==> config.mk <==
export PLATFORM = sky130hd
export DESIGN_NAME = banker_safe_resource_allocator
export DESIGN_NICKNAME = d
export VERILOG_FILES = /design/src/hw/rtl/bsra_pkg.sv /design/src/hw/rtl/banker_safe_resource_allocator.sv /design/src/hw/rtl/bsra_ram.sv
export SDC_FILE = /design/constraint.sdc
export NUM_CORES = 2
export LEC_CHECK = 0
export BUFFER_PORTS_ARGS = -buffer_cell sky130_fd_sc_hd__buf_2
export CORE_UTILIZATION = 60
export CTS_CLUSTER_DIAMETER = 120
export DETAILED_ROUTE_END_ITERATION = 8
export PLACE_DENSITY_LB_ADDON = 0.1
export SLEW_MARGIN = 20
export SYNTH_ARGS = -nofsm -noshare
export SYNTH_HDL_FRONTEND = slang
export SYNTH_HIERARCHICAL = 1
export SYNTH_SLANG_ARGS = --single-unit
==> constraint.sdc <==
create_clock -name i_clk -period 24.4 [get_ports i_clk]
set_clock_uncertainty 0.05 [all_clocks]
set_input_delay 4.88 -clock i_clk [delete_from_list [all_inputs] [get_ports i_clk]]
set_output_delay 4.88 -clock i_clk [all_outputs]
set_load 0.1 [all_outputs]
==> src/hw/rtl/bsra_pkg.sv <==
// shared types and constants for the banker allocator
// no dependencies
`timescale 1ns / 1ps
`default_nettype none
package bsra_pkg;
    localparam int unsigned CMD_W = 2;
    localparam int unsigned PID_W = 4;
    localparam int unsigned AMT_W = 8;
    localparam int unsigned ST_W = 3;
    localparam int unsigned CFG_IDX_W = 3;
    localparam int unsigned CFG_DATA_W = 8;
    localparam int unsigned SUM_W = 16;
    localparam int unsigned SW = 18;
    localparam int unsigned NRES_MAX = 4;

    typedef enum logic [CMD_W-1:0] {
        CMD_LOAD_MAX   = 2'd0,
        CMD_LOAD_ALLOC = 2'd1,
        CMD_REQUEST    = 2'd2,
        CMD_RELEASE    = 2'd3
    } t_cmd;

    typedef enum logic [ST_W-1:0] {
        ST_OK         = 3'd0,
        ST_BAD_ID     = 3'd1,
        ST_OVER_NEED  = 3'd2,
        ST_OVER_AVAIL = 3'd3,
        ST_UNSAFE     = 3'd4,
        ST_OVER_ALLOC = 3'd5
    } t_status;

    typedef enum logic [2:0] {
        CFG_ACTIVE = 3'd0,
        CFG_TOTAL0 = 3'd1,
        CFG_TOTAL1 = 3'd2,
        CFG_TOTAL2 = 3'd3,
        CFG_TOTAL3 = 3'd4
    } t_cfg_idx;

    typedef enum logic [7:0] {
        S_IDLE   = 8'b00000001,
        S_CLEAR  = 8'b00000010,
        S_READ   = 8'b00000100,
        S_EXEC   = 8'b00001000,
        S_WREAD  = 8'b00010000,
        S_WCHK   = 8'b00100000,
        S_UNDO   = 8'b01000000,
        S_OUT    = 8'b10000000
    } t_state;
endpackage
`default_nettype wire

==> src/hw/rtl/banker_safe_resource_allocator.sv <==
// Banker's deadlock-avoidance allocator, top level
// depends on bsra_pkg and bsra_ram
//
// After reset a clearing pass zeroes the process memory; no transaction is
// taken then. Each row (max demand and allocation for every resource) lives
// in one memory word, read in the cycle after its address. Load, release
// and rejected requests go through S_READ, S_EXEC and S_OUT; a bad id goes
// from S_READ straight to S_OUT. An accepted request runs the safety walk:
// each pass reads all active rows one a cycle, up to n passes for n active
// processes, and an unsafe request is rolled back in S_UNDO. One item is in
// work at a time; the result sits in an output register.
`timescale 1ns / 1ps
`default_nettype none
module banker_safe_resource_allocator
    import bsra_pkg::*;
#(
    parameter int unsigned MAX_PROCESSES = 8,
    parameter int unsigned NUM_RESOURCES = 4
) (
    input  wire logic                  i_clk,
    input  wire logic                  i_rst_n,
    input  wire logic                  s_axis_tvalid,
    output logic                       s_axis_tready,
    // command[1:0], process_id[5:2], amount_0..amount_3 [37:6], pad [39:38]
    input  wire logic [39:0]           s_axis_tdata,
    output logic                       m_axis_tvalid,
    input  wire logic                  m_axis_tready,
    // status[2:0], avail_0..avail_3 [34:3], pad [39:35]
    output logic [39:0]                m_axis_tdata,
    input  wire logic                  i_cfg_we,
    input  wire logic [CFG_IDX_W-1:0]  i_cfg_index,
    input  wire logic [CFG_DATA_W-1:0] i_cfg_data
);
    localparam int unsigned AW = (MAX_PROCESSES > 1) ? $clog2(MAX_PROCESSES) : 1;
    localparam int unsigned DEPTH = 1 << AW;
    localparam int unsigned RW = 2 * AMT_W * NUM_RESOURCES;
    localparam int unsigned PCW = $clog2(MAX_PROCESSES + 1);

    // configuration and per-resource state
    logic [3:0] r_active;
    logic [AMT_W-1:0] r_total [NUM_RESOURCES];
    logic [SUM_W-1:0] r_sum [NUM_RESOURCES];
    logic [SW-1:0] r_work [NUM_RESOURCES];
    logic [MAX_PROCESSES-1:0] r_done;

    t_state r_state;
    t_cmd r_cmd;
    logic [PID_W-1:0] r_pid;
    logic [AMT_W-1:0] r_amt [NUM_RESOURCES];
    logic [AW-1:0] r_ptr;
    logic [PCW-1:0] r_fin;
    logic r_progress;
    logic r_undo_rd;
    t_status r_status;
    logic r_ovalid;
    logic [39:0] r_odata;

    // memory port
    logic ram_we;
    logic [AW-1:0] ram_waddr, ram_raddr;
    logic [RW-1:0] ram_wdata, ram_rdata;
    logic [AW-1:0] pid_addr;

    assign pid_addr = AW'(r_pid);

    bsra_ram #(.WIDTH(RW), .DEPTH(DEPTH)) u_rows (
        .i_clk(i_clk), .i_we(ram_we), .i_waddr(ram_waddr), .i_wdata(ram_wdata),
        .i_raddr(ram_raddr), .o_rdata(ram_rdata)
    );

    // effective process count
    logic [PCW-1:0] eff;
    always_comb begin
        if ({28'd0, r_active} > MAX_PROCESSES) eff = PCW'(MAX_PROCESSES);
        else eff = PCW'(r_active);
    end

    function automatic logic [SW-1:0] avail_f(input logic [AMT_W-1:0] t,
                                              input logic [SUM_W-1:0] s);
        avail_f = {{(SW-AMT_W){1'b0}}, t} - {{(SW-SUM_W){1'b0}}, s};
    endfunction

    // row fields: max at low half, allocation at high half
    logic [AMT_W-1:0] rd_max [NUM_RESOURCES];
    logic [AMT_W-1:0] rd_alc [NUM_RESOURCES];
    logic [AMT_W-1:0] rd_need [NUM_RESOURCES];
    always_comb begin
        for (int r = 0; r < NUM_RESOURCES; r++) begin
            rd_max[r] = ram_rdata[r*AMT_W +: AMT_W];
            rd_alc[r] = ram_rdata[(NUM_RESOURCES+r)*AMT_W +: AMT_W];
            rd_need[r] = (rd_max[r] > rd_alc[r]) ? rd_max[r] - rd_alc[r] : '0;
        end
    end

    // available units, floored for the result
    logic [SW-1:0] avail_now [NUM_RESOURCES];
    logic [NRES_MAX*AMT_W-1:0] avail_bus;
    always_comb begin
        avail_bus = '0;
        for (int r = 0; r < NUM_RESOURCES; r++) begin
            avail_now[r] = avail_f(r_total[r], r_sum[r]);
            avail_bus[r*AMT_W +: AMT_W] = avail_now[r][SW-1] ? '0 : avail_now[r][AMT_W-1:0];
        end
    end

    // request checks; the lowest-numbered failing resource sets the status
    t_status req_st;
    logic rel_bad;
    logic can_run;
    always_comb begin
        req_st = ST_OK;
        rel_bad = 1'b0;
        can_run = 1'b1;
        for (int r = NUM_RESOURCES - 1; r >= 0; r--) begin
            if (r_amt[r] > rd_need[r]) req_st = ST_OVER_NEED;
            else if ($signed({10'd0, r_amt[r]}) > $signed(avail_f(r_total[r], r_sum[r])))
                req_st = ST_OVER_AVAIL;
        end
        for (int r = 0; r < NUM_RESOURCES; r++) begin
            if (r_amt[r] > rd_alc[r]) rel_bad = 1'b1;
            if ($signed({10'd0, rd_need[r]}) > $signed(r_work[r])) can_run = 1'b0;
        end
    end

    logic in_fire;
    assign in_fire = s_axis_tvalid && s_axis_tready;
    assign s_axis_tready = (r_state == S_IDLE) && !r_ovalid;
    assign m_axis_tvalid = r_ovalid;
    assign m_axis_tdata = r_odata;

    logic last_row;
    assign last_row = (PCW'(r_ptr) == eff - PCW'(1));

    // memory control
    always_comb begin
        ram_we = 1'b0;
        ram_waddr = pid_addr;
        ram_wdata = ram_rdata;
        ram_raddr = r_ptr;
        unique case (r_state)
            S_CLEAR: begin
                ram_we = 1'b1;
                ram_waddr = r_ptr;
                ram_wdata = '0;
            end
            S_READ: ram_raddr = pid_addr;
            S_EXEC: begin
                ram_raddr = pid_addr;
                unique case (r_cmd)
                    CMD_LOAD_MAX: begin
                        ram_we = 1'b1;
                        for (int r = 0; r < NUM_RESOURCES; r++)
                            ram_wdata[r*AMT_W +: AMT_W] = r_amt[r];
                    end
                    CMD_LOAD_ALLOC: begin
                        ram_we = 1'b1;
                        for (int r = 0; r < NUM_RESOURCES; r++)
                            ram_wdata[(NUM_RESOURCES+r)*AMT_W +: AMT_W] = r_amt[r];
                    end
                    CMD_REQUEST: begin
                        ram_we = (req_st == ST_OK);
                        for (int r = 0; r < NUM_RESOURCES; r++)
                            ram_wdata[(NUM_RESOURCES+r)*AMT_W +: AMT_W] = rd_alc[r] + r_amt[r];
                    end
                    CMD_RELEASE: begin
                        ram_we = !rel_bad;
                        for (int r = 0; r < NUM_RESOURCES; r++)
                            ram_wdata[(NUM_RESOURCES+r)*AMT_W +: AMT_W] = rd_alc[r] - r_amt[r];
                    end
                    default: ram_we = 1'b0;
                endcase
            end
            S_WREAD: ram_raddr = r_ptr;
            S_WCHK: ram_raddr = last_row ? '0 : r_ptr + AW'(1);
            S_UNDO: begin
                // own row read back, then written with the request taken out
                ram_raddr = pid_addr;
                ram_we = r_undo_rd;
                for (int r = 0; r < NUM_RESOURCES; r++)
                    ram_wdata[(NUM_RESOURCES+r)*AMT_W +: AMT_W] = rd_alc[r] - r_amt[r];
            end
            default: ram_raddr = r_ptr;
        endcase
    end

    // sequencer
    always_ff @(posedge i_clk) begin
        if (!i_rst_n) begin
            r_state <= S_CLEAR;
            r_ptr <= '0;
            r_ovalid <= 1'b0;
            r_active <= 4'd8;
            for (int r = 0; r < NUM_RESOURCES; r++) begin
                r_total[r] <= '0;
                r_sum[r] <= '0;
            end
            r_undo_rd <= 1'b0;
        end else begin
            if (i_cfg_we) begin
                unique case (i_cfg_index)
                    CFG_ACTIVE: r_active <= i_cfg_data[3:0];
                    CFG_TOTAL0, CFG_TOTAL1, CFG_TOTAL2, CFG_TOTAL3: begin
                        for (int r = 0; r < NUM_RESOURCES; r++)
                            if (i_cfg_index == CFG_IDX_W'(r + 1)) r_total[r] <= i_cfg_data;
                    end
                    default: ;
                endcase
            end
            if (r_ovalid && m_axis_tready) r_ovalid <= 1'b0;
            unique case (r_state)
                S_CLEAR: begin
                    r_ptr <= r_ptr + AW'(1);
                    if ({{(32-AW){1'b0}}, r_ptr} == MAX_PROCESSES - 1) r_state <= S_IDLE;
                end
                S_IDLE: begin
                    if (in_fire) begin
                        r_cmd <= t_cmd'(s_axis_tdata[1:0]);
                        r_pid <= s_axis_tdata[5:2];
                        for (int r = 0; r < NUM_RESOURCES; r++)
                            r_amt[r] <= s_axis_tdata[6 + r*AMT_W +: AMT_W];
                        r_state <= S_READ;
                    end
                end
                S_READ: begin
                    if (32'(r_pid) >= 32'(eff)) begin
                        r_status <= ST_BAD_ID;
                        r_state <= S_OUT;
                    end else begin
                        r_state <= S_EXEC;
                    end
                end
                S_EXEC: begin
                    unique case (r_cmd)
                        CMD_LOAD_MAX: begin
                            r_status <= ST_OK;
                            r_state <= S_OUT;
                        end
                        CMD_LOAD_ALLOC: begin
                            r_status <= ST_OK;
                            r_state <= S_OUT;
                            for (int r = 0; r < NUM_RESOURCES; r++)
                                r_sum[r] <= r_sum[r] - SUM_W'(rd_alc[r]) + SUM_W'(r_amt[r]);
                        end
                        CMD_REQUEST: begin
                            if (req_st != ST_OK) begin
                                r_status <= req_st;
                                r_state <= S_OUT;
                            end else begin
                                for (int r = 0; r < NUM_RESOURCES; r++) begin
                                    r_sum[r] <= r_sum[r] + SUM_W'(r_amt[r]);
                                    r_work[r] <= avail_f(r_total[r], r_sum[r])
                                                 - SW'(r_amt[r]);
                                end
                                r_done <= '0;
                                r_fin <= '0;
                                r_progress <= 1'b0;
                                r_ptr <= '0;
                                r_state <= S_WREAD;
                            end
                        end
                        CMD_RELEASE: begin
                            r_state <= S_OUT;
                            if (rel_bad) begin
                                r_status <= ST_OVER_ALLOC;
                            end else begin
                                r_status <= ST_OK;
                                for (int r = 0; r < NUM_RESOURCES; r++)
                                    r_sum[r] <= r_sum[r] - SUM_W'(r_amt[r]);
                            end
                        end
                        default: r_state <= S_OUT;
                    endcase
                end
                S_WREAD: r_state <= S_WCHK;
                S_WCHK: begin
                    // one row of the walk per cycle; read of next row in flight
                    logic fin_now;
                    logic [PCW-1:0] fin_n;
                    fin_now = !r_done[r_ptr] && can_run;
                    fin_n = r_fin + (fin_now ? PCW'(1) : PCW'(0));
                    if (fin_now) begin
                        r_done[r_ptr] <= 1'b1;
                        for (int r = 0; r < NUM_RESOURCES; r++)
                            r_work[r] <= r_work[r] + SW'(rd_alc[r]);
                    end
                    r_fin <= fin_n;
                    if (last_row) begin
                        r_ptr <= '0;
                        r_progress <= 1'b0;
                        if (fin_n == eff) begin
                            r_status <= ST_OK;
                            r_state <= S_OUT;
                        end else if (!(r_progress || fin_now)) begin
                            r_status <= ST_UNSAFE;
                            r_undo_rd <= 1'b0;
                            r_state <= S_UNDO;
                        end
                    end else begin
                        r_ptr <= r_ptr + AW'(1);
                        r_progress <= r_progress || fin_now;
                    end
                end
                S_UNDO: begin
                    // roll back: re-read own row, then write it reduced
                    r_undo_rd <= 1'b1;
                    if (r_undo_rd) begin
                        for (int r = 0; r < NUM_RESOURCES; r++)
                            r_sum[r] <= r_sum[r] - SUM_W'(r_amt[r]);
                        r_state <= S_OUT;
                    end
                end
                S_OUT: begin
                    r_ovalid <= 1'b1;
                    r_odata <= {5'd0, avail_bus, r_status};
                    r_state <= S_IDLE;
                end
                default: r_state <= S_IDLE;
            endcase
        end
    end
endmodule
`default_nettype wire

==> src/hw/rtl/bsra_ram.sv <==
// generic single-port-write, single-read ram with registered read
// no dependencies
`timescale 1ns / 1ps
`default_nettype none
module bsra_ram #(
    parameter int unsigned WIDTH = 64,
    parameter int unsigned DEPTH = 8
) (
    input  wire logic                     i_clk,
    input  wire logic                     i_we,
    input  wire logic [$clog2(DEPTH)-1:0] i_waddr,
    input  wire logic [WIDTH-1:0]         i_wdata,
    input  wire logic [$clog2(DEPTH)-1:0] i_raddr,
    output logic [WIDTH-1:0]              o_rdata
);
    logic [WIDTH-1:0] r_mem [DEPTH];

    // write port and registered read
    always_ff @(posedge i_clk) begin
        if (i_we) begin
            r_mem[i_waddr] <= i_wdata;
        end
        o_rdata <= r_mem[i_raddr];
    end
endmodule
`default_nettype wire

==> reports/metrics.yaml <==
run_status:
  outcome: "finished clean"
yosys:
  synthArstFlopShare: 0
  synthTopCellsByCount: "769 x edfxtp_1, 445 x ha_1, 420 x inv_1"
  synth_area_leaders: "edfxtp_1 44%, ha_1 11%, mux4_2 5.6%"
  syn_inst: 4579
  ys_seq_area_frac: 0.4692
  synth-edff-count: 769
  syn_avg_cell_area_um2: 11.50
  synthXorXnorAreaFrac: 0.04772
  synth_compound_area_frac: 0.1346
  yosysUniqueCellTypes: 93
  synth_top_area_share: 0.4384
  muxShareOfSynthArea: 0.07506
  yosysTopAreaCell: "edfxtp_1"
  ys_ff_latch: 850
  synth-adder-area-share: 0.1300
  synth_ff_type: "edfxtp_1"
  synthesis.area_um2: 52680
  yosys_warnings: 6
  yosysMostFrequentCell: "edfxtp_1"
  synthSimpleGateAreaFrac: 0.09955
  synth_top_family_by_area: "compound AO/OA/AOI/OAI gates"
clocking:
  cts_tree: "done"
  post_cts_buffers: 0
  cts_hold_buf: 0
  cts_made_buffers: 90
  clk_transition_reported_paths_ns: 0.06
  ctsResizeCount: 0
  clock_sinks: 850
  clock_path_buffers: 3
  insertion_delay_ns: 0.68
  clockRootBuffer: "clkbuf_16"
  h-tree-depth: 3
sta:
  slew_headroom: 0.2752
  tightest_slew_ns: 1.078
  rsz0062_at_grt: "false"
  setup_viol: 0
  fin_crit_sh: 0.3308
  setup_slack_ns: 16.33
  fin_crit_ns: 8.072
  holdWs_ns: 0.4472
  fin_setup_tns_ns: 0
  drv_slew: 0
  max_freq_mhz: 123.9
  hold_viol_final: 0
finish:
  drive_gt1_frac: 0.1185
  final_area_um2: 57550
  layout.nets: 5249
  regArea_um2: 24710
  syn_to_final_growth_pct: 9.259
  multi_input_area_um2: 25850
  final.fill_count: 6629
job:
  maxCapViolCount: 0
placement:
  dp_hpwl_um: 98010
  dp_worst_setup_slack_ns: 15.70
  place_area_um2: 54510
  numPortBuffers: 90
  place_congestion: 0.9471
floorplan:
  fp.dieW_um: 298.3
  initial_core_util: 0.6063
  core-area_um2: 86890
  rows: 108
  die_h_um: 298.3
  io_pins: 98
  fp.dieArea_um2: 88980
detailed_routing:
  drc_errors: 0
  ant_nets: 0
  via_per_inst: 6.244
  finalWirelength_um: 141600
  drt-pass1-iter-count: 6
  wire_per_inst_um: 23.94
  drt_iter0_markers: 3379
  vias: 36926
setup_path:
  r2r_slack_ns: 16.58
  cp.arrival_ns: 8.31
  worst-path-buf-inv: 3
  endpoint_kind: "flop"
  cpMaxStageDelayCell: "or4_1"
  required_ns: 24.64
  max_stage_delay_ns: 0.79
  r2r-start: "u_rows/o_rdata[33]"
  cp_max_fo: 29
  cp-startpoint: "i_rst_n"
  crit_type: "in2reg"
  crit_chain: "buf_2 -> nand3_1 -> or4_4 -> inv_2 -> buf_4 -> or4_1"
  crit_family: "simple AND/OR/NAND/NOR gates"
  crit_path_start_kind: "input port"
global_routing:
  grt_overflow: 0
  grt_use_total: 0.3198
  grt_pass1_wl_um: 216000
  grt_pass1_vias: 36916
  antenna_found_initial: 2
  grt_max_degree: 73
min_path:
  hold_start: "m_axis_tvalid"
  worstHoldPathType: "reg2reg"
power:
  powerDensity_nw_per_um2: 116.8
  leakagePower_nw: 22.36
  ir_drop_uv: 90.73
tightest hold or removal path, delay by kind of cell (launching register included):
family	cells	cell delay, ns
AND/OR/NAND/NOR	1	0.06
flip-flops	1	0.33
AO/OA/AOI/OAI	1	0.05
logic make-up (layout without fill, tap and decap cells):
family                     after synthesis  count (layout)
buffers and inverters                  567             742
and+or+nand+nor                       1073            1073
AOI/OAI and AO/OA                     1068            1068
DFF                                    850             850
muxes                                  224             224
adders and majority gates              509             509
other                                    1               6
xor gates and xnor gates               287             287
metal layers:
layer / part of all wire / up-vias / routed length (um) / GRT usage
met5: 0 / - / 0 / 0
met1: 0.40 / 18055 / 56310 / 0.4099
met4: 0.038 / 0 / 5321 / 0.1226
li1: - / 17200 / - / -
met3: 0.068 / 276 / 9660 / 0.03974
met2: 0.50 / 1395 / 70280 / 0.5543
state kept, by name (all words and copies together), names as in the netlist, 8 cells and up:
signal and flops:
u_rows/r_mem 512, r_work 72, r_sum 64, u_rows/o_rdata 64
m_axis_tdata 35, r_amt 32, r_total 32, r_done 8
r_state 8
final timing paths:
path	endpoint	cells after the start
worst max-delay path	r_sum[1][10]	6
worst min register to register	m_axis_tvalid	2
worst min-delay path	m_axis_tvalid	2
worst max register to register	r_sum[1][10]	21
stage by stage:
| stage | power, mW | util | instances |
|---|---|---|---|
| global placement | 5.238 | 0.6273 | 5746 |
| finish | 6.722 | 0.6624 | 5914 |
| global route | 7.137 | 0.6624 | 5913 |
| CTS | 6.728 | 0.6620 | 5912 |
| detailed placement | 5.304 | 0.6273 | 5746 |
| floorplan | 4.490 | - | 4583 |
where the power goes:
part           internal (mW)  switching, mW
clock network          0.803          0.596
logic                   1.22           1.75
registers               2.14          0.220
total                   4.16           2.57
placed cells by master, fill, tap and decap left out, drive strengths merged, types with 15 or more instances in the layout:
cell type and instances:
a22oi 27, and3 40, nor2 271, nor3 71, edfxtp 769, xor2 101
a31oi 21, nor2b 59, o31ai 21, nor4 26, dfxtp 81, o21a 46
buf 153, a21o 86, clkinv 36, or2 19, mux4 130, a221o 15
mux2i 26, mux2 68, and2 62, o22ai 45, a21oi 252, o21bai 48
o211a 22, ha 445, nand2 300, o211ai 25, nand2b 52, nand4 26
o21ai 235, a211oi 54, o221ai 15, or3 31, inv 426, nand3 66
xnor2 186, clkbuf 112, fa 64, a221oi 24
cell type report:
cell class | instances | share of cell area
inverters | 423 | 0.02759
diodes | 1 | 0.00004348
multi-input cells | 3166 | 0.4492
clock buffers | 112 | 0.04181
well taps | 1155 | 0.02511
clock inverters | 54 | 0.01057
flip-flops and latches | 850 | 0.4294
repair buffers | 153 | 0.01626
No activity file was read; power rests on OpenSTA's default activity.
